### src/ppt_pkg.sv
package ppt_pkg;

  // field widths
  localparam int CAPTURE_W = 16;
  localparam int PERIOD_W  = 17;
  localparam int CFG_W     = 17;

  // default window length
  localparam int WINDOW_SIZE_DEF = 8;

  // reset value of counter_period
  localparam logic [CFG_W-1:0] CPERIOD_RESET = CFG_W'(65536);

  // register index decode (paddr[2])
  localparam logic REG_COUNTER_PERIOD = 1'b0;

  // divider status toward the controller
  typedef struct packed {
    logic busy;
    logic done;
  } div_stat_t;

endpackage

### src/pulse_period_trimmed_mean_top.sv
// A result word is formed after the capture that fills the window, through these
// steps in order: a store read per entry, drain, trim, divide, output load.
// Throughput: one word per cycle between window ends; the input stalls for that sweep
// and while an earlier result word still waits in the output register.
// Reset (rst, synchronous): pair phase, fill count and output valid cleared,
// counter_period = 65536; store contents are never read before being rewritten.
module pulse_period_trimmed_mean_top import ppt_pkg::*; #(
  parameter int WINDOW_SIZE = WINDOW_SIZE_DEF
) (
  input  logic        clk,
  input  logic        rst,
  // config port
  input  logic        psel,
  input  logic        penable,
  input  logic        pwrite,
  input  logic [2:0]  paddr,
  input  logic [31:0] pwdata,
  output logic [31:0] prdata,
  output logic        pready,
  // capture input
  input  logic        s_tvalid,
  output logic        s_tready,
  input  logic [15:0] s_tdata,   // [15:0] capture_value
  input  logic        s_tuser,   // [0] wrapped
  // result output
  output logic        m_tvalid,
  input  logic        m_tready,
  output logic [23:0] m_tdata    // [16:0] average_period, [23:17] zero
);

  localparam int IDX_W = $clog2(WINDOW_SIZE);
  localparam int SUM_W = PERIOD_W + IDX_W;
  localparam logic [IDX_W-1:0] LAST_IDX = IDX_W'(WINDOW_SIZE - 1);

  typedef enum logic [2:0] {
    ST_IDLE,
    ST_SCAN,
    ST_DRAIN,
    ST_TRIM,
    ST_DIV,
    ST_OUT
  } state_t;

  state_t               state;
  logic [CFG_W-1:0]     counter_period;
  logic [CAPTURE_W-1:0] first_capture;
  logic                 pair_phase;
  logic [IDX_W-1:0]     fill_idx;
  logic [IDX_W-1:0]     rd_idx;
  logic                 rd_pending;
  logic [IDX_W-1:0]     data_idx;
  logic [PERIOD_W-1:0]  hi;
  logic [PERIOD_W-1:0]  lo;
  logic [IDX_W-1:0]     hi_idx;
  logic [IDX_W-1:0]     lo_idx;
  logic [SUM_W-1:0]     sum;
  logic [PERIOD_W-1:0]  avg;

  logic                 in_acc;
  logic                 cfg_wr;
  logic [PERIOD_W-1:0]  period;
  logic                 st_we;
  logic                 st_re;
  logic [PERIOD_W-1:0]  rdata;
  logic                 div_start;
  logic [SUM_W-1:0]     trim_sum;
  logic                 trim_one;
  logic [PERIOD_W-1:0]  div_q;
  div_stat_t            div_stat;

  // config register
  assign pready = 1'b1;
  assign cfg_wr = psel && penable && pwrite && pready;

  always_ff @(posedge clk) begin
    if (rst) begin
      counter_period <= CPERIOD_RESET;
    end else if (cfg_wr && paddr[2] == REG_COUNTER_PERIOD) begin
      counter_period <= pwdata[CFG_W-1:0];
    end
  end

  assign prdata = (paddr[2] == REG_COUNTER_PERIOD) ? {(32-CFG_W)'(0), counter_period} : '0;

  // period from the pair, modulo 2^17
  always_comb begin
    if (s_tuser) begin
      period = counter_period - {1'b0, first_capture} + {1'b0, s_tdata};
    end else begin
      period = {1'b0, s_tdata} - {1'b0, first_capture};
    end
  end

  assign s_tready = (state == ST_IDLE);
  assign in_acc   = s_tvalid && s_tready;
  assign st_we    = in_acc && pair_phase;
  assign st_re    = (state == ST_SCAN);

  ppt_store #(
    .DEPTH (WINDOW_SIZE)
  ) u_store (
    .clk   (clk),
    .we    (st_we),
    .waddr (fill_idx),
    .wdata (period),
    .re    (st_re),
    .raddr (rd_idx),
    .rdata (rdata)
  );

  // drop max, and min when it sits elsewhere
  assign trim_one  = (hi_idx == lo_idx);
  assign trim_sum  = sum - SUM_W'(hi) - ((hi_idx != lo_idx) ? SUM_W'(lo) : '0);
  assign div_start = (state == ST_TRIM) && !div_stat.busy;

  ppt_div #(
    .WINDOW_SIZE (WINDOW_SIZE),
    .DVD_W       (SUM_W),
    .Q_W         (PERIOD_W)
  ) u_div (
    .clk      (clk),
    .rst      (rst),
    .start    (div_start),
    .dividend (trim_sum),
    .drop_one (trim_one),
    .quotient (div_q),
    .stat     (div_stat)
  );

  // max/min/sum over the read stream
  always_ff @(posedge clk) begin
    if (rd_pending) begin
      if (data_idx == '0) begin
        hi     <= rdata;
        lo     <= rdata;
        hi_idx <= '0;
        lo_idx <= '0;
        sum    <= SUM_W'(rdata);
      end else begin
        if (rdata > hi) begin
          hi     <= rdata;
          hi_idx <= data_idx;
        end
        if (rdata < lo) begin
          lo     <= rdata;
          lo_idx <= data_idx;
        end
        sum <= sum + SUM_W'(rdata);
      end
    end
  end

  // control and output register
  always_ff @(posedge clk) begin
    if (rst) begin
      state      <= ST_IDLE;
      pair_phase <= 1'b0;
      fill_idx   <= '0;
      rd_idx     <= '0;
      rd_pending <= 1'b0;
      m_tvalid   <= 1'b0;
    end else begin
      rd_pending <= st_re;
      if (m_tvalid && m_tready && state != ST_OUT) begin
        m_tvalid <= 1'b0;
      end
      unique case (state)
        ST_IDLE: begin
          if (in_acc) begin
            if (!pair_phase) begin
              first_capture <= s_tdata;
              pair_phase    <= 1'b1;
            end else begin
              pair_phase <= 1'b0;
              if (fill_idx == LAST_IDX) begin
                fill_idx <= '0;
                rd_idx   <= '0;
                state    <= ST_SCAN;
              end else begin
                fill_idx <= fill_idx + 1'b1;
              end
            end
          end
        end
        ST_SCAN: begin
          data_idx <= rd_idx;
          rd_idx   <= rd_idx + 1'b1;
          if (rd_idx == LAST_IDX) begin
            state <= ST_DRAIN;
          end
        end
        ST_DRAIN: begin
          state <= ST_TRIM;
        end
        ST_TRIM: begin
          if (div_start) begin
            state <= ST_DIV;
          end
        end
        ST_DIV: begin
          if (div_stat.done) begin
            state <= ST_OUT;
          end
        end
        ST_OUT: begin
          if (!m_tvalid || m_tready) begin
            m_tvalid <= 1'b1;
            avg      <= div_q;
            state    <= ST_IDLE;
          end
        end
        default: begin
          state <= ST_IDLE;
        end
      endcase
    end
  end

  assign m_tdata = {(24-PERIOD_W)'(0), avg};

endmodule

### src/ppt_store.sv
module ppt_store import ppt_pkg::*; #(
  parameter int DEPTH  = WINDOW_SIZE_DEF,
  parameter int ADDR_W = $clog2(DEPTH)
) (
  input  logic                clk,
  input  logic                we,
  input  logic [ADDR_W-1:0]   waddr,
  input  logic [PERIOD_W-1:0] wdata,
  input  logic                re,
  input  logic [ADDR_W-1:0]   raddr,
  output logic [PERIOD_W-1:0] rdata
);

  logic [PERIOD_W-1:0] mem [DEPTH];

  // write port
  always_ff @(posedge clk) begin
    if (we) begin
      mem[waddr] <= wdata;
    end
  end

  // registered read port
  always_ff @(posedge clk) begin
    if (re) begin
      rdata <= mem[raddr];
    end
  end

endmodule

### src/ppt_div.sv
module ppt_div import ppt_pkg::*; #(
  parameter int WINDOW_SIZE = WINDOW_SIZE_DEF,
  parameter int DVD_W       = PERIOD_W + $clog2(WINDOW_SIZE),
  parameter int Q_W         = PERIOD_W
) (
  input  logic             clk,
  input  logic             rst,
  input  logic             start,
  input  logic [DVD_W-1:0] dividend,
  input  logic             drop_one,   // 1: divide by WINDOW_SIZE-1, else by WINDOW_SIZE-2
  output logic [Q_W-1:0]   quotient,
  output div_stat_t        stat
);

  // q = (x * ceil(2^SHIFT / d)) >> SHIFT is exact for every x below 2^DVD_W
  localparam int SHIFT = DVD_W + $clog2(WINDOW_SIZE - 1);
  localparam int RCP_W = DVD_W + 2;
  localparam int PRD_W = DVD_W + RCP_W;
  localparam longint unsigned SCALE = 64'd1 << SHIFT;
  localparam logic [RCP_W-1:0] RCP_ONE =
    RCP_W'((SCALE + 64'(WINDOW_SIZE - 2)) / 64'(WINDOW_SIZE - 1));
  localparam logic [RCP_W-1:0] RCP_TWO =
    RCP_W'((SCALE + 64'(WINDOW_SIZE - 3)) / 64'(WINDOW_SIZE - 2));

  logic [DVD_W-1:0] dvd;
  logic [RCP_W-1:0] rcp;
  logic [PRD_W-1:0] product;
  logic [Q_W-1:0]   quo;
  logic             busy;
  logic             done;

  // reciprocal multiply on the registered operands
  assign product = {RCP_W'(0), dvd} * {DVD_W'(0), rcp};

  // an accepted start latches the operands, busy then takes the product, done follows busy
  always_ff @(posedge clk) begin
    if (rst) begin
      busy <= 1'b0;
      done <= 1'b0;
    end else begin
      busy <= start && !busy;
      done <= busy;
    end
  end

  always_ff @(posedge clk) begin
    if (start && !busy) begin
      dvd <= dividend;
      rcp <= drop_one ? RCP_ONE : RCP_TWO;
    end
    if (busy) begin
      quo <= product[SHIFT +: Q_W];
    end
  end

  // quotient never exceeds the largest period
  assign quotient  = quo;
  assign stat.busy = busy;
  assign stat.done = done;

endmodule

### config.mk
export PLATFORM = sky130hd
export DESIGN_NAME = pulse_period_trimmed_mean_top
export DESIGN_NICKNAME = d
export VERILOG_FILES = /design/src/ppt_pkg.sv /design/src/pulse_period_trimmed_mean_top.sv /design/src/ppt_store.sv /design/src/ppt_div.sv
export SDC_FILE = /design/constraint.sdc
export NUM_CORES = 1
export LEC_CHECK = 0
export BUFFER_PORTS_ARGS = -buffer_cell sky130_fd_sc_hd__buf_4
export CAP_MARGIN = 20
export CORE_ASPECT_RATIO = 1.1
export CORE_MARGIN = 5
export CORE_UTILIZATION = 27
export CTS_CLUSTER_SIZE = 30
export DETAILED_ROUTE_END_ITERATION = 7
export GPL_ROUTABILITY_DRIVEN = 0
export SYNTH_ARGS = -nofsm -noshare
export SYNTH_HDL_FRONTEND = slang
export SYNTH_SLANG_ARGS = --single-unit
### constraint.sdc
create_clock -name clk -period 9.46 [get_ports clk]
set_clock_uncertainty 0.15 [all_clocks]
set_input_delay 0.473 -clock clk [delete_from_list [all_inputs] [get_ports clk]]
set_output_delay 0.473 -clock clk [all_outputs]
set_load 0.005 [all_outputs]
# ---- After elaboration in Yosys (flattened, before gate mapping)
# Memory sizes are Yosys's and may differ from the RTL's. A register that Yosys moved wholly into a read port is not among the register bits.
# Index checks and enable logic that the tools add are counted.
dict set report totals {
  ram_bits 136
  mem_count 1
  inputBits 59
  ff_bits 186
  output_inout_bits 59
  wordCells 109
}
# name words word_bits rd rd_ports_with_merged_regs write_ports line
set memory_table {}
lappend memory_table {u_store.mem 8 17 1 1 1 ppt_store.sv:14} ;# logic [PERIOD_W-1:0] mem [DEPTH];
dict set report classes {
  n_eq_ne 17
  mul 1
  n_mux 30
  addsub 8
  n_reduce_logical 26
  bitwise_logic 3
  order_cmp 2
}
# operator n
set op_table {}
lappend op_table {{$mux W17} 8}
lappend op_table {{$mul A20 B22 Y40} 1}
lappend op_table {{$sub A20 B17 Y20} 2}
lappend op_table {{$mux W3} 13}
lappend op_table {{$add A20 B17 Y20} 1}
lappend op_table {{$mux W19} 1}
lappend op_table {{$pmux W3 S6} 1}
lappend op_table {{$add A17 B16 Y17} 1}
lappend op_table {{$gt A17 B17 Y1} 1}
lappend op_table {{$lt A17 B17 Y1} 1}
lappend op_table {{$sub A16 B16 Y17} 1}
lappend op_table {{$sub A17 B16 Y17} 1}
lappend op_table {{$eq A3 B3 Y1 const B} 4}
lappend op_table {{$ne A2 B1 Y1 const B} 6}
lappend op_table {{$logic_and A1 B1 Y1} 9}
lappend op_table {{$reduce_and A2 Y1} 4}
lappend op_table {{$reduce_and A4 Y1} 2}
lappend op_table {{$reduce_and A7 Y1} 1}
lappend op_table {{$add A3 B1 Y3 const B} 2}
lappend op_table {{$eq A3 B2 Y1 const B} 2}
lappend op_table {{$logic_not A3 Y1} 2}
lappend op_table {{$mux W1} 6}
lappend op_table {{$pmux W3 S2} 1}
lappend op_table {{$reduce_and A3 Y1} 2}
lappend op_table {{other kinds (9)} 14}

# ---- Longest topological paths before layout
# Gate-level depths: netlist of run 1.
dict set report depth {
  ltp_word 5
  mapped_depth 27
  ltp_nobuf 26
}

# ---- Hierarchy
# A second synthesis of run 1 with hierarchy kept.
dict set report unflattened {
  hier_cells 2129
  hier_area_um2 24661.2
}
# mod n_inst area_each_um2 seq_area_each_um2 cells_per_inst
set by_module_without_submodules {}
lappend by_module_without_submodules {pulse_period_trimmed_mean_top 1 9731.8 3463.3 1023}
lappend by_module_without_submodules {ppt_div 1 9158.8 1211.2 879}
lappend by_module_without_submodules {ppt_store 1 5770.5 4594.4 227}

# ---- Least setup slack after synthesis of run 1
# Ideal clock, no wire load.
dict set report synth_timing {
  path_kind {register to register}
  start {register u_div.rcp[16]}
  end {register u_div.quo[10], in the netlist u_div.quotient[10], data pin}
  setup_time_ps 260
  t_required_ps 9050
  path_stages_with_launch 25
  synth_period_minus_slack_ps 6818
  path_slack_ps 2642
  path_buffers 2
  arrival_ps 6409
  path_cell_list {edfxtp_1 clkbuf_1 clkbuf_1 and2_1 fa_1 fa_1 inv_1 fa_1 inv_1 fa_1 fa_1 fa_1 inv_1 fa_1 inv_1 ha_1 and3_1 a221o_1 a21oi_1 nor2_1 a21oi_2 a211oi_1 a211o_1 a41oi_1 xnor2_1}
}
dict set report synth_via {
  elab_chain_len 1
}
# item line
set synth_rtl {}
lappend synth_rtl {{start: declaration} ppt_div.sv:26} ;# logic [RCP_W-1:0] rcp;
lappend synth_rtl {{start signal: assignment} ppt_div.sv:49} ;# rcp <= drop_one ? RCP_ONE : RCP_TWO;
lappend synth_rtl {{$mul A20 B22 Y40} ppt_div.sv:33} ;# assign product = {RCP_W'(0), dvd} * {DVD_W'(0), rcp};
lappend synth_rtl {{named net u_div.product[33]} ppt_div.sv:27} ;# logic [PRD_W-1:0] product;
lappend synth_rtl {{end signal: assignment} ppt_div.sv:52} ;# quo <= product[SHIFT +: Q_W];
lappend synth_rtl {{end: declaration} ppt_div.sv:28} ;# logic [Q_W-1:0] quo;
# The timed path passes the listed nets, and every way through them passes these cells.
# A chain may end at the register's enable or synchronous reset.

# ---- Final worst setup path of run 1
dict set report layout_timing {
  start {register u_div.rcp[16]}
  end {register u_div.quo[15], in the netlist u_div.quotient[15], data pin}
}
# Same word-level chain as after synthesis.

==> implementation parameters, run 1 <==
Parameter                              Value

Outcome
  Result of the run    completed

Setup path
  Kind of start point of the critical path    flip-flop
  Setup slack of the most critical reg-to-reg path    1.96 ns
  Capturing point of the worst reg2reg path    u_div.quotient[15]$_DFFE_PP_
  Critical path data required time    9.62 ns
  Source of the critical timing path    u_div.rcp[16]$_DFFE_PP_
  R2R Path Start    u_div.rcp[16]$_DFFE_PP_
  Largest fanout of any net on the critical path    20
  Critical path endpoint category    flip-flop
  Path depth of the worst reg2reg path    22
  Critical path arrival    7.67 ns
  Setup Crit Path Kind    flip-flop to flip-flop

Synthesis
  Largest cells by area after synthesis    sky130_fd_sc_hd__edfxtp_1 (36%), sky130_fd_sc_hd__fa_1 (17%), sky130_fd_sc_hd__ha_1 (15%)
  Sequential element share of the synthesized area    about two fifths
  Dominant register cell in the synthesized netlist    sky130_fd_sc_hd__edfxtp_1
  Synthesized area per cell    between 10 and 15 µm²
  Number of enable-type register cells in the synthesized netlist    288
  Cell Area, Synth    24300 µm²
  Area fraction of the dominant cell type after synthesis    between 30 and 40%
  Async set-reset flop share out of synthesis    0%
  Distinct cell type count of the synthesized netlist    73
  Number of standard cells after synthesis    about 2.1k
  Ys Warns    0
  Cell taking the most area after synthesis    sky130_fd_sc_hd__edfxtp_1
  Number of register bits inferred by synthesis    between 300 and 400

Route
  Post-detailed-route count of antenna-violating nets    0
  Total via count after detailed routing    between 10k and 15k
  # DRC    0
  Detail-routed net length per standard cell    ~14 µm
  Wirelength, routed    between 40000 and 50000 µm
  Vias per inst    between 4 and 5
  1st-iter DRT viols    538
  Total iterations of the first detailed-routing run    5

Global routing
  Total gr overflow    0
  Pin count of the biggest net entering global routing    39
  GRT busiest layer    met2
  Global-route wire length before repair    80300 µm
  Met2 track demand over resource    a little under a fifth
  Via count of the first global-routing pass    around 16k
  Antenna violations before repair    0
  Overall fraction of global-route tracks in use    between 10% and 20%
  Global routing met1 resource utilization    12.9%
  Global-route track usage on met3    between 1 and 1.5%

Timing
  Setup-violating endpoint count in the final report    0
  Fin crit share    roughly four fifths
  Setup repair after global routing missed its margin    no
  Slew Viols, Final    0
  Achievable frequency    133 MHz
  Shortest period the worst path allows    around 7.5 ns
  Final hold violation count    0
  Slew at the pin with the worst max-slew slack    between 1 and 1.5 ns
  Aggregate negative setup slack    0 ns
  Rel. slew slack    26.4%
  Worst setup margin    ~2.0 ns

Final layout
  Total of fill cells in the finished design    around 9k
  Fraction of final layout cells with drive strength greater than 1    approximately a tenth
  Commonest non-fill, non-tap cell in the layout    sky130_fd_sc_hd__inv_1
  Highest-count cells in the layout ignoring fill and taps    sky130_fd_sc_hd__inv_1 (416), sky130_fd_sc_hd__ha_1 (291), sky130_fd_sc_hd__edfxtp_1 (288)
  Antenna cells    0
  Layout Area Growth over Synthesis    13.9%
  Final #Nets    between 2k and 3k

Place
  Buffers on Ports    a little under 80
  DP Worst Slack    1.98 ns
  DPL Wire Length    slightly below 40000 µm

Clock tree
  Post-CTS clock slew at the launch and capture registers of the worst setup and hold paths    0.06 ns
  CTS-repair resized insts    0
  Setup Fix Bufs, Post-CTS    0
  Clock tree from TritonCTS    done
  Clock tree buffer depth    3
  Total CTS buffers    36
  Number of hold buffers added after cts    25
  Clock network latency to the later pin of the worst-skew pair    ~0.56 ns
  # clock sinks    319
  Clock root cell    sky130_fd_sc_hd__clkbuf_16
  CTS H-tree depth    2

Die
  DIE AREA    96300 µm²
  Chip height    around 320 µm
  Top-level I/O count    between 100 and 150
  Cell Rows    115
  Effective utilization at floorplan    27.2%
  Core footprint    between 80000 and 90000 µm²
  Die W    roughly 300 µm

Pwr
  Standby leakage power    12.1 nW
  Maximum vdd drop    between 0.1 and 0.15 mV
  P per Cell Area    114 nW/µm²

Run
  Max capacitance violation total    0

Worst hold path
  Endpoint with the worst hold slack    counter_period[5]$_SDFFE_PP0P_
  Start point of the worst hold path    pwdata[5]
  Worst min-delay path category    input pin to flip-flop
  Worst hold stages    3
-- metrics by stage --
stage          cell area (µm²)  power (W)  instances  hold WS, ns  utilization (%)
2_1_floorplan            24400    0.00177       2122        0.250                -
3_3_place_gp             26300    0.00183       3326        0.251             29.4
3_5_place_dp             26300    0.00184       3326        0.255             29.4
4_1_cts                  27700    0.00319       3413     0.000645             31.0
5_1_grt                  27700    0.00329       3414       0.0132             31.0
6_report                 27700    0.00315       3414       0.0230             31.0
-- report_power, final --
group          internal (W)  leakage, nW  switching, W  total [W]
Combinational     0.0000979         8.68      0.000138   0.000236
Sequential          0.00157         2.85    0.00000559    0.00158
Clock              0.000763        0.537      0.000573    0.00134
-- sequential cells by signal (all words and copies together), names as in the netlist --
name,count
avg,17
counter_period,17
data_idx,3
fill_idx,3
first_capture,16
hi,17
hi_idx,3
lo,17
lo_idx,3
m_tvalid,1
pair_phase,1
rd_idx,3
rd_pending,1
state,3
sum,20
u_div.busy,1
u_div.done,1
u_div.dvd,20
u_div.quotient,17
u_div.rcp,2
u_store.mem,136
u_store.rdata,17
-- critical path, stage by stage, from the launching register on --
cell                       delay, ns
sky130_fd_sc_hd__edfxtp_1       0.74
sky130_fd_sc_hd__and2_1         0.31
sky130_fd_sc_hd__fa_1           0.48
sky130_fd_sc_hd__fa_1           0.52
sky130_fd_sc_hd__inv_1          0.08
sky130_fd_sc_hd__fa_1           0.48
sky130_fd_sc_hd__inv_1          0.05
sky130_fd_sc_hd__fa_1           0.56
sky130_fd_sc_hd__fa_1           0.44
sky130_fd_sc_hd__fa_1           0.50
sky130_fd_sc_hd__inv_1          0.06
sky130_fd_sc_hd__fa_1           0.47
sky130_fd_sc_hd__inv_1          0.04
sky130_fd_sc_hd__ha_1           0.33
sky130_fd_sc_hd__and3_1         0.23
sky130_fd_sc_hd__a221o_1        0.33
sky130_fd_sc_hd__a21oi_1        0.15
sky130_fd_sc_hd__nor2_1         0.06
sky130_fd_sc_hd__a21oi_2        0.20
sky130_fd_sc_hd__nor4_1         0.12
sky130_fd_sc_hd__nor3_1         0.55
sky130_fd_sc_hd__o21ai_0        0.25
sky130_fd_sc_hd__xnor2_1        0.17
-- how the worst max path moves through the flow --
stage | slack, ns | depth (start not counted) | end
after CTS | 2.02 | 22 | u_div.quotient[15]$_DFFE_PP_
after detailed placement | 1.98 | 22 | u_div.quotient[16]$_DFFE_PP_
final | 1.96 | 22 | u_div.quotient[15]$_DFFE_PP_
after floorplan | 2.64 | 24 | u_div.quotient[10]$_DFFE_PP_
after global routing | 1.68 | 22 | u_div.quotient[15]$_DFFE_PP_
after global placement | 2.00 | 22 | u_div.quotient[16]$_DFFE_PP_
-- Yosys cell counts, types with 26 or more instances --
library cell               number
sky130_fd_sc_hd__a21o_1        51
sky130_fd_sc_hd__mux4_2        34
sky130_fd_sc_hd__dfxtp_1       31
sky130_fd_sc_hd__inv_1        416
sky130_fd_sc_hd__edfxtp_1     288
sky130_fd_sc_hd__a21oi_1      105
sky130_fd_sc_hd__clkbuf_1      36
sky130_fd_sc_hd__and2_1        32
sky130_fd_sc_hd__fa_1         203
sky130_fd_sc_hd__nor2_1        71
sky130_fd_sc_hd__xnor2_1       48
sky130_fd_sc_hd__xor2_1        31
sky130_fd_sc_hd__nor3_1        26
sky130_fd_sc_hd__o21ai_0       54
sky130_fd_sc_hd__ha_1         291
sky130_fd_sc_hd__nand2_1      124
-- per-layer routing --
metal | vias up | share of wire, %
li1 | 7339 | -
met1 | 7137 | 44
met2 | 206 | 51
met3 | 57 | 3.1
met4 | 0 | 1.7
met5 | - | 0
-- logic make-up (layout without fill, tap and decap cells) --
family,Yosys count,count (layout),share of synthesized area (%)
buffers and inverters,477,599,7.71
other,2,23,0.0309
AO/OA/AOI/OAI,326,326,8.77
adder cells (fa/ha/maj),494,494,31.7
AND/OR/NAND/NOR,350,350,6.85
multiplexers,54,54,4.06
XOR/XNOR,79,79,2.84
flip-flops,319,319,38.1
-- cell type report --
cell class,count,area (µm²),share of cell area [%]
multi-input cells,1326,13300,48.1
inverters,416,1560,5.63
well taps,1170,1460,5.28
clock inverters,16,164,0.591
flip-flops and latches,319,9270,33.4
clock buffers,46,970,3.50
repair buffers,121,971,3.50
No activity file was read; power rests on OpenSTA's default activity.
==> run 2: changes to the inputs <==
==> constraint.sdc (replaced) <==
create_clock -name clk -period 6.6 [get_ports clk]
set_clock_uncertainty 0.15 [all_clocks]
set_input_delay 0.33 -clock clk [delete_from_list [all_inputs] [get_ports clk]]
set_output_delay 0.33 -clock clk [all_outputs]
set_load 0.005 [all_outputs]
==> implementation parameters, run 2 (synthesis gave the netlist of run 1 again) <==
Parameter                              Value

Pwr
  P per Cell Area    160 nW/µm² (was 114 nW/µm²)
  Switching portion of total power    23.3% (was 22.8%)
  Maximum vdd drop    0.187 mV (was 0.144 mV)
  Standby leakage power    12.7 nW (was 12.1 nW)
  P_int    0.00355 W (was 0.00243 W)
  Sw power    0.00108 W (was 0.000717 W)
  Fraction of power consumed by the clock network    43.8% (was 42.4%)
  Sequential cell fraction of total power    48.9% (was 50.1%)
  Part of the power in combinational logic    7.4% (was 7.5%)
  Power, Total    0.00463 W (was 0.00315 W)

Setup path
  Critical path arrival    6.75 ns (was 7.67 ns)
  Largest fanout of any net on the critical path    4 (was 20)
  Kind of start point of the critical path    flip-flop (unchanged)
  Setup Crit Path Kind    flip-flop to flip-flop (unchanged)
  Critical path endpoint category    flip-flop (unchanged)
  Critical path data required time    6.77 ns (was 9.62 ns)

Place
  DP Worst Slack    -0.317 ns (was 1.98 ns)
  Number of placed instances, taps included    3425 (was 3326)
  Total cell area at the placement stage    27100 µm² (was 26300 µm²)
  DPL Wire Length    40200 µm (was 38800 µm)
  Buffers on Ports    77 (unchanged)

Global routing
  Overall fraction of global-route tracks in use    10.5% (was 10.3%)
  Via count of the first global-routing pass    16.0k (was 15.7k)
  Global-route wire length before repair    82200 µm (was 80300 µm)
  Global routing met1 resource utilization    13.0% (was 12.9%)
  GRT busiest layer    met2 (unchanged)
  Total gr overflow    0 (unchanged)
  Met2 track demand over resource    19.0% (was 18.6%)
  Global-route track usage on met3    1.45% (about the same)
  Antenna violations before repair    0 (unchanged)
  Pin count of the biggest net entering global routing    39 (unchanged)

Final layout
  Post-route cell area    28900 µm² (was 27700 µm²)
  Fraction of final layout cells with drive strength greater than 1    15.8% (was 10.2%)
  Highest-count cells in the layout ignoring fill and taps    sky130_fd_sc_hd__inv_1 (411), sky130_fd_sc_hd__edfxtp_1 (288), sky130_fd_sc_hd__ha_1 (282) (was sky130_fd_sc_hd__inv_1 (416), sky130_fd_sc_hd__ha_1 (291), sky130_fd_sc_hd__edfxtp_1 (288))
  Biggest register    u_store.mem (unchanged)
  Largest register FFs    136 (unchanged)
  Layout Area Growth over Synthesis    18.8% (was 13.9%)
  Leading registers by flop count    u_store.mem (136), sum (20), u_div.dvd (20) (unchanged)
  Final Non-Filler Cells    3536 (was 3414)
  Final #Nets    2890 (was 2773)
  Commonest non-fill, non-tap cell in the layout    sky130_fd_sc_hd__inv_1 (unchanged)
  Total of fill cells in the finished design    9044 (was 9089)
  Antenna cells    0 (unchanged)

Timing
  Fin crit share    99.7% (was 79.3%)
  Slew Viols, Final    0 (unchanged)
  Slew at the pin with the worst max-slew slack    1.09 ns (was 1.10 ns)
  Shortest period the worst path allows    6.58 ns (was 7.50 ns)
  Final hold violation count    0 (unchanged)
  Achievable frequency    152 MHz (was 133 MHz)
  Setup repair after global routing missed its margin    yes (was no)
  Rel. slew slack    27.3% (was 26.4%)
  Worst setup margin    0.0225 ns (was 1.96 ns)
  Setup-violating endpoint count in the final report    0 (unchanged)

Clock tree
  Post-CTS clock slew at the launch and capture registers of the worst setup and hold paths    0.06 ns (about the same)
  Clock root cell    sky130_fd_sc_hd__clkbuf_16 (unchanged)
  Clock tree from TritonCTS    done (unchanged)
  Clock network latency to the later pin of the worst-skew pair    0.58 ns (was 0.56 ns)
  Clock tree buffer depth    3 (unchanged)
  # clock sinks    319 (unchanged)
  Total CTS buffers    38 (was 36)
  CTS H-tree depth    2 (unchanged)

Route
  # DRC    0 (unchanged)
  Total via count after detailed routing    15.3k (was 14.7k)
  Wirelength, routed    50900 µm (was 49000 µm)
  1st-iter DRT viols    736 (was 538)
  Total iterations of the first detailed-routing run    4 (was 5)
  Vias per inst    4.31 (was 4.32)
  Post-detailed-route count of antenna-violating nets    0 (unchanged)
  Detail-routed net length per standard cell    14.4 µm (was 14.3 µm)

Run
  Max capacitance violation total    0 (unchanged)

Die
  Core footprint    89500 µm² (unchanged)
  DIE AREA    96300 µm² (unchanged)
  Cell Rows    115 (unchanged)
  Die W    296 µm (unchanged)
  Effective utilization at floorplan    27.2% (unchanged)
  Chip height    325 µm (unchanged)
  Top-level I/O count    118 (unchanged)

Outcome
  Result of the run    completed (unchanged)

Worst hold path
  Worst min-delay path category    flip-flop to flip-flop (was input pin to flip-flop)
[run 2: final timing paths]
check	from	to	slack, ns	depth (start not counted)
max	u_div.rcp[16]$_DFFE_PP_	u_div.quotient[13]$_DFFE_PP_	0.02	23
min	u_div.quotient[11]$_DFFE_PP_	avg[11]$_DFFE_PP_	0.27	0
max reg2reg	u_div.rcp[16]$_DFFE_PP_	u_div.quotient[13]$_DFFE_PP_	0.02	23
min reg2reg	u_div.quotient[11]$_DFFE_PP_	avg[11]$_DFFE_PP_	0.27	0
[run 2: per-layer routing]
layer | up-vias | wire length (µm)
li1 | 7576 | -
met1 | 7377 | 22000
met5 | - | 0
met2 | 229 | 25900
met3 | 68 | 1710
met4 | 0 | 1260
[run 2: final cells by class]
class	count	area (µm²)	share of cell area, %
clock buffer	52	1020	3.54
tap	1170	1460	5.06
sequential	319	9270	32.0
timing repair buffer	236	1890	6.52
inverter	416	1560	5.40
multi-input combinational	1326	13500	46.8
clock inverter	17	181	0.627
[run 2: power by group through the flow]
stage / Sequential [W] / Clock (W) / Combinational [W]
6_report: 0.00226 / 0.00203 / 0.000341
5_1_grt: 0.00226 / 0.00217 / 0.000384
4_1_cts: 0.00226 / 0.00210 / 0.000344
3_5_place_dp: 0.00230 / 0 / 0.000325
3_3_place_gp: 0.00230 / 0 / 0.000321
2_1_floorplan: 0.00230 / 0 / 0.000237
[run 2: repair_timing]
action / in CTS / in global routing
setup buffers: 1 / 3
pin swaps: 9 / 23
hold buffers: 38 / 0
resized for setup: 9 / 38
hold endpoints to repair: 38 / 0
setup endpoints to repair: 10 / 13
[run 2: stage by stage]
stage / hold WS [ns] / TNS [ns] / utilization, %
finish: 0.268 / 0 / 32.3
global route: 0.274 / -1.02 / 32.3
CTS: 0.270 / 0 / 32.1
detailed placement: 0.257 / -1.69 / 30.3
global placement: 0.253 / -1.02 / 30.3
floorplan: 0.250 / 0 / -
[run 2: worst max-delay path: stages (launching register included)]
cell,delay (ns)
sky130_fd_sc_hd__edfxtp_1,0.44
sky130_fd_sc_hd__and2_4,0.20
sky130_fd_sc_hd__fa_1,0.53
sky130_fd_sc_hd__fa_1,0.58
sky130_fd_sc_hd__inv_2,0.05
sky130_fd_sc_hd__fa_1,0.47
sky130_fd_sc_hd__inv_1,0.05
sky130_fd_sc_hd__fa_1,0.45
sky130_fd_sc_hd__fa_1,0.48
sky130_fd_sc_hd__fa_1,0.49
sky130_fd_sc_hd__inv_1,0.05
sky130_fd_sc_hd__fa_1,0.49
sky130_fd_sc_hd__inv_2,0.05
sky130_fd_sc_hd__ha_4,0.21
sky130_fd_sc_hd__and3_4,0.18
sky130_fd_sc_hd__a221o_1,0.31
sky130_fd_sc_hd__a21oi_1,0.12
sky130_fd_sc_hd__nor2_1,0.06
sky130_fd_sc_hd__a21oi_2,0.11
sky130_fd_sc_hd__buf_6,0.15
sky130_fd_sc_hd__nor4_4,0.06
sky130_fd_sc_hd__or3b_1,0.38
sky130_fd_sc_hd__a31oi_1,0.22
sky130_fd_sc_hd__xnor2_1,0.09
==> run 3: changes to the inputs <==
--- a/config.mk
+++ b/config.mk
@@ -13,6 +13,7 @@
 export CTS_CLUSTER_SIZE = 30
 export DETAILED_ROUTE_END_ITERATION = 7
 export GPL_ROUTABILITY_DRIVEN = 0
+export SETUP_SLACK_MARGIN = 0.05
 export SYNTH_ARGS = -nofsm -noshare
 export SYNTH_HDL_FRONTEND = slang
 export SYNTH_SLANG_ARGS = --single-unit
==> implementation parameters, run 3 (synthesis gave the netlist of run 1 again) <==
Parameter                              Value

Setup path
  Setup Crit Path Kind    flip-flop to flip-flop (unchanged)
  Critical path endpoint category    flip-flop (unchanged)
  Kind of start point of the critical path    flip-flop (unchanged)
  Critical path arrival    6.75 ns (about the same)
  Largest fanout of any net on the critical path    4 (unchanged)
  Critical path data required time    6.76 ns (was 6.77 ns)

Route
  1st-iter DRT viols    705 (was 736)
  Vias per inst    4.31 (about the same)
  Total via count after detailed routing    15.2k (was 15.3k)
  Detail-routed net length per standard cell    14.4 µm (about the same)
  Wirelength, routed    50500 µm (was 50900 µm)
  Total iterations of the first detailed-routing run    5 (was 4)
  Post-detailed-route count of antenna-violating nets    0 (unchanged)
  # DRC    0 (unchanged)

Clock tree
  CTS H-tree depth    2 (unchanged)
  Clock tree buffer depth    3 (unchanged)
  Clock network latency to the later pin of the worst-skew pair    0.56 ns (was 0.58 ns)
  Clock tree from TritonCTS    done (unchanged)
  Total CTS buffers    37 (was 38)
  Clock root cell    sky130_fd_sc_hd__clkbuf_16 (unchanged)
  # clock sinks    319 (unchanged)
  Post-CTS clock slew at the launch and capture registers of the worst setup and hold paths    0.06 ns (about the same)

Final layout
  Layout Area Growth over Synthesis    18.6% (was 18.8%)
  Fraction of final layout cells with drive strength greater than 1    16.0% (was 15.8%)
  Highest-count cells in the layout ignoring fill and taps    sky130_fd_sc_hd__inv_1 (413), sky130_fd_sc_hd__edfxtp_1 (288), sky130_fd_sc_hd__ha_1 (280) (was sky130_fd_sc_hd__inv_1 (411), sky130_fd_sc_hd__edfxtp_1 (288), sky130_fd_sc_hd__ha_1 (282))
  Biggest register    u_store.mem (unchanged)
  Antenna cells    0 (unchanged)
  Leading registers by flop count    u_store.mem (136), sum (20), u_div.dvd (20) (unchanged)
  Final #Nets    2874 (was 2890)
  Total of fill cells in the finished design    9089 (was 9044)
  Footprint of the multi-input gates    13600 µm² (was 13500 µm²)
  Largest register FFs    136 (unchanged)
  Post-route cell area    28900 µm² (about the same)
  Commonest non-fill, non-tap cell in the layout    sky130_fd_sc_hd__inv_1 (unchanged)
  Sequential cell area    9270 µm² (unchanged)

Run
  Max capacitance violation total    0 (unchanged)

Global routing
  Antenna violations before repair    0 (unchanged)
  Via count of the first global-routing pass    15.9k (was 16.0k)
  Pin count of the biggest net entering global routing    39 (unchanged)
  Total gr overflow    0 (unchanged)
  Global-route wire length before repair    82100 µm (was 82200 µm)
  Overall fraction of global-route tracks in use    10.4% (was 10.5%)

Pwr
  Maximum vdd drop    0.170 mV (was 0.187 mV)
  Power, Total    0.00464 W (was 0.00463 W)
  Sw power    0.00104 W (was 0.00108 W)
  Switching portion of total power    22.3% (was 23.3%)
  Standby leakage power    12.6 nW (was 12.7 nW)
  Fraction of power consumed by the clock network    43.9% (was 43.8%)
  P_int    0.00360 W (was 0.00355 W)
  Part of the power in combinational logic    7.3% (was 7.4%)
  P per Cell Area    161 nW/µm² (was 160 nW/µm²)
  Sequential cell fraction of total power    48.8% (was 48.9%)

Place
  Buffers on Ports    77 (unchanged)
  DPL Wire Length    39800 µm (was 40200 µm)
  Total cell area at the placement stage    27000 µm² (was 27100 µm²)

Die
  Top-level I/O count    118 (unchanged)
  Effective utilization at floorplan    27.2% (unchanged)
  Chip height    325 µm (unchanged)
  DIE AREA    96300 µm² (unchanged)
  Die W    296 µm (unchanged)
  Cell Rows    115 (unchanged)
  Core footprint    89500 µm² (unchanged)

Timing
  Slew at the pin with the worst max-slew slack    1.11 ns (was 1.09 ns)
  Rel. slew slack    25.5% (was 27.3%)
  Final hold violation count    0 (unchanged)
  Setup repair after global routing missed its margin    yes (unchanged)
  Shortest period the worst path allows    6.59 ns (was 6.58 ns)
  Slew Viols, Final    0 (unchanged)
  Setup-violating endpoint count in the final report    0 (unchanged)
  Achievable frequency    152 MHz (about the same)
  Fin crit share    99.9% (was 99.7%)

Outcome
  Result of the run    completed (unchanged)

Worst hold path
  Worst min-delay path category    input pin to flip-flop (was flip-flop to flip-flop)
## run 3: cell count changes in the layout (fill, tap and decap cells not counted), sizes merged
cell,before,now
inv,420,417
clkinv,8,15
clkbuf,52,46
bufinv,1,3
buf,198,186
dlygate4sd3,38,35
clkinvlp,4,1
## run 3: final timing paths
check             slack (ns)  cells past startpoint                         start                            to
setup / recovery        0.01                     25       u_div.rcp[16]$_DFFE_PP_  u_div.quotient[13]$_DFFE_PP_
hold / removal          0.04                      2                           rst       pair_phase$_SDFFE_PP0P_
setup reg to reg        0.01                     25       u_div.rcp[16]$_DFFE_PP_  u_div.quotient[13]$_DFFE_PP_
hold reg to reg         0.27                      0  u_div.quotient[12]$_DFFE_PP_             avg[12]$_DFFE_PP_
## run 3: power groups by stage
stage | sequential, W | clock, W | combinational, W
after floorplan | 0.00230 | 0 | 0.000237
after global placement | 0.00230 | 0 | 0.000322
after detailed placement | 0.00230 | 0 | 0.000325
after CTS | 0.00226 | 0.00210 | 0.000344
after global routing | 0.00226 | 0.00219 | 0.000386
final | 0.00226 | 0.00203 | 0.000340
## run 3: critical path: stages (launching register included)
cell                       delay [ns]
sky130_fd_sc_hd__edfxtp_1        0.45
sky130_fd_sc_hd__buf_6           0.16
sky130_fd_sc_hd__and2_4          0.13
sky130_fd_sc_hd__xor2_1          0.16
sky130_fd_sc_hd__ha_2            0.20
sky130_fd_sc_hd__a21o_1          0.11
sky130_fd_sc_hd__inv_2           0.04
sky130_fd_sc_hd__fa_1            0.48
sky130_fd_sc_hd__inv_2           0.05
sky130_fd_sc_hd__ha_4            0.21
sky130_fd_sc_hd__a21o_1          0.20
sky130_fd_sc_hd__fa_1            0.53
sky130_fd_sc_hd__fa_2            0.59
sky130_fd_sc_hd__fa_1            0.44
sky130_fd_sc_hd__fa_1            0.58
sky130_fd_sc_hd__ha_4            0.22
sky130_fd_sc_hd__and3_4          0.15
sky130_fd_sc_hd__a221o_1         0.33
sky130_fd_sc_hd__a21oi_2         0.14
sky130_fd_sc_hd__nor2_2          0.05
sky130_fd_sc_hd__a21oi_2         0.11
sky130_fd_sc_hd__buf_6           0.14
sky130_fd_sc_hd__nor4_4          0.04
sky130_fd_sc_hd__or3b_1          0.38
sky130_fd_sc_hd__a31oi_1         0.21
sky130_fd_sc_hd__xnor2_1         0.09
## run 3: per-layer routing
metal	share of wire, %	GRT usage, %
met5	0	0
met2	51	18.8
met3	3.3	1.46
met4	2.1	2.53
met1	44	13.2
## run 3: area by class of cell
cell class	count	share of cell area, %
multi-input combinational	1326	47.1
tap	1170	5.07
sequential	319	32.1
timing repair buffer	221	6.13
clock inverter	20	0.780
clock buffer	46	3.46
inverter	416	5.41
## run 3: timing repair
item                                    4_1_cts  5_1_grt
endpoints found under the setup margin       11       14
pin swaps                                    10       26
gates resized for setup                      13       39
hold buffers                                 35        0
gates cloned                                  0        0
hold endpoints to repair                     35        0
buffers inserted                              2        3
## run 3: through the flow
stage,std cells,setup WS [ns],TNS [ns],hold WS [ns],util (%)
floorplan,2122,0.0599,0,0.250,-
global placement,3412,-0.0950,-0.501,0.255,30.2
detailed placement,3412,-0.155,-1.16,0.255,30.2
CTS,3515,0.0259,0,0.00993,32.1
global route,3518,-0.177,-1.16,0.0367,32.3
finish,3518,0.00956,0,0.0350,32.3
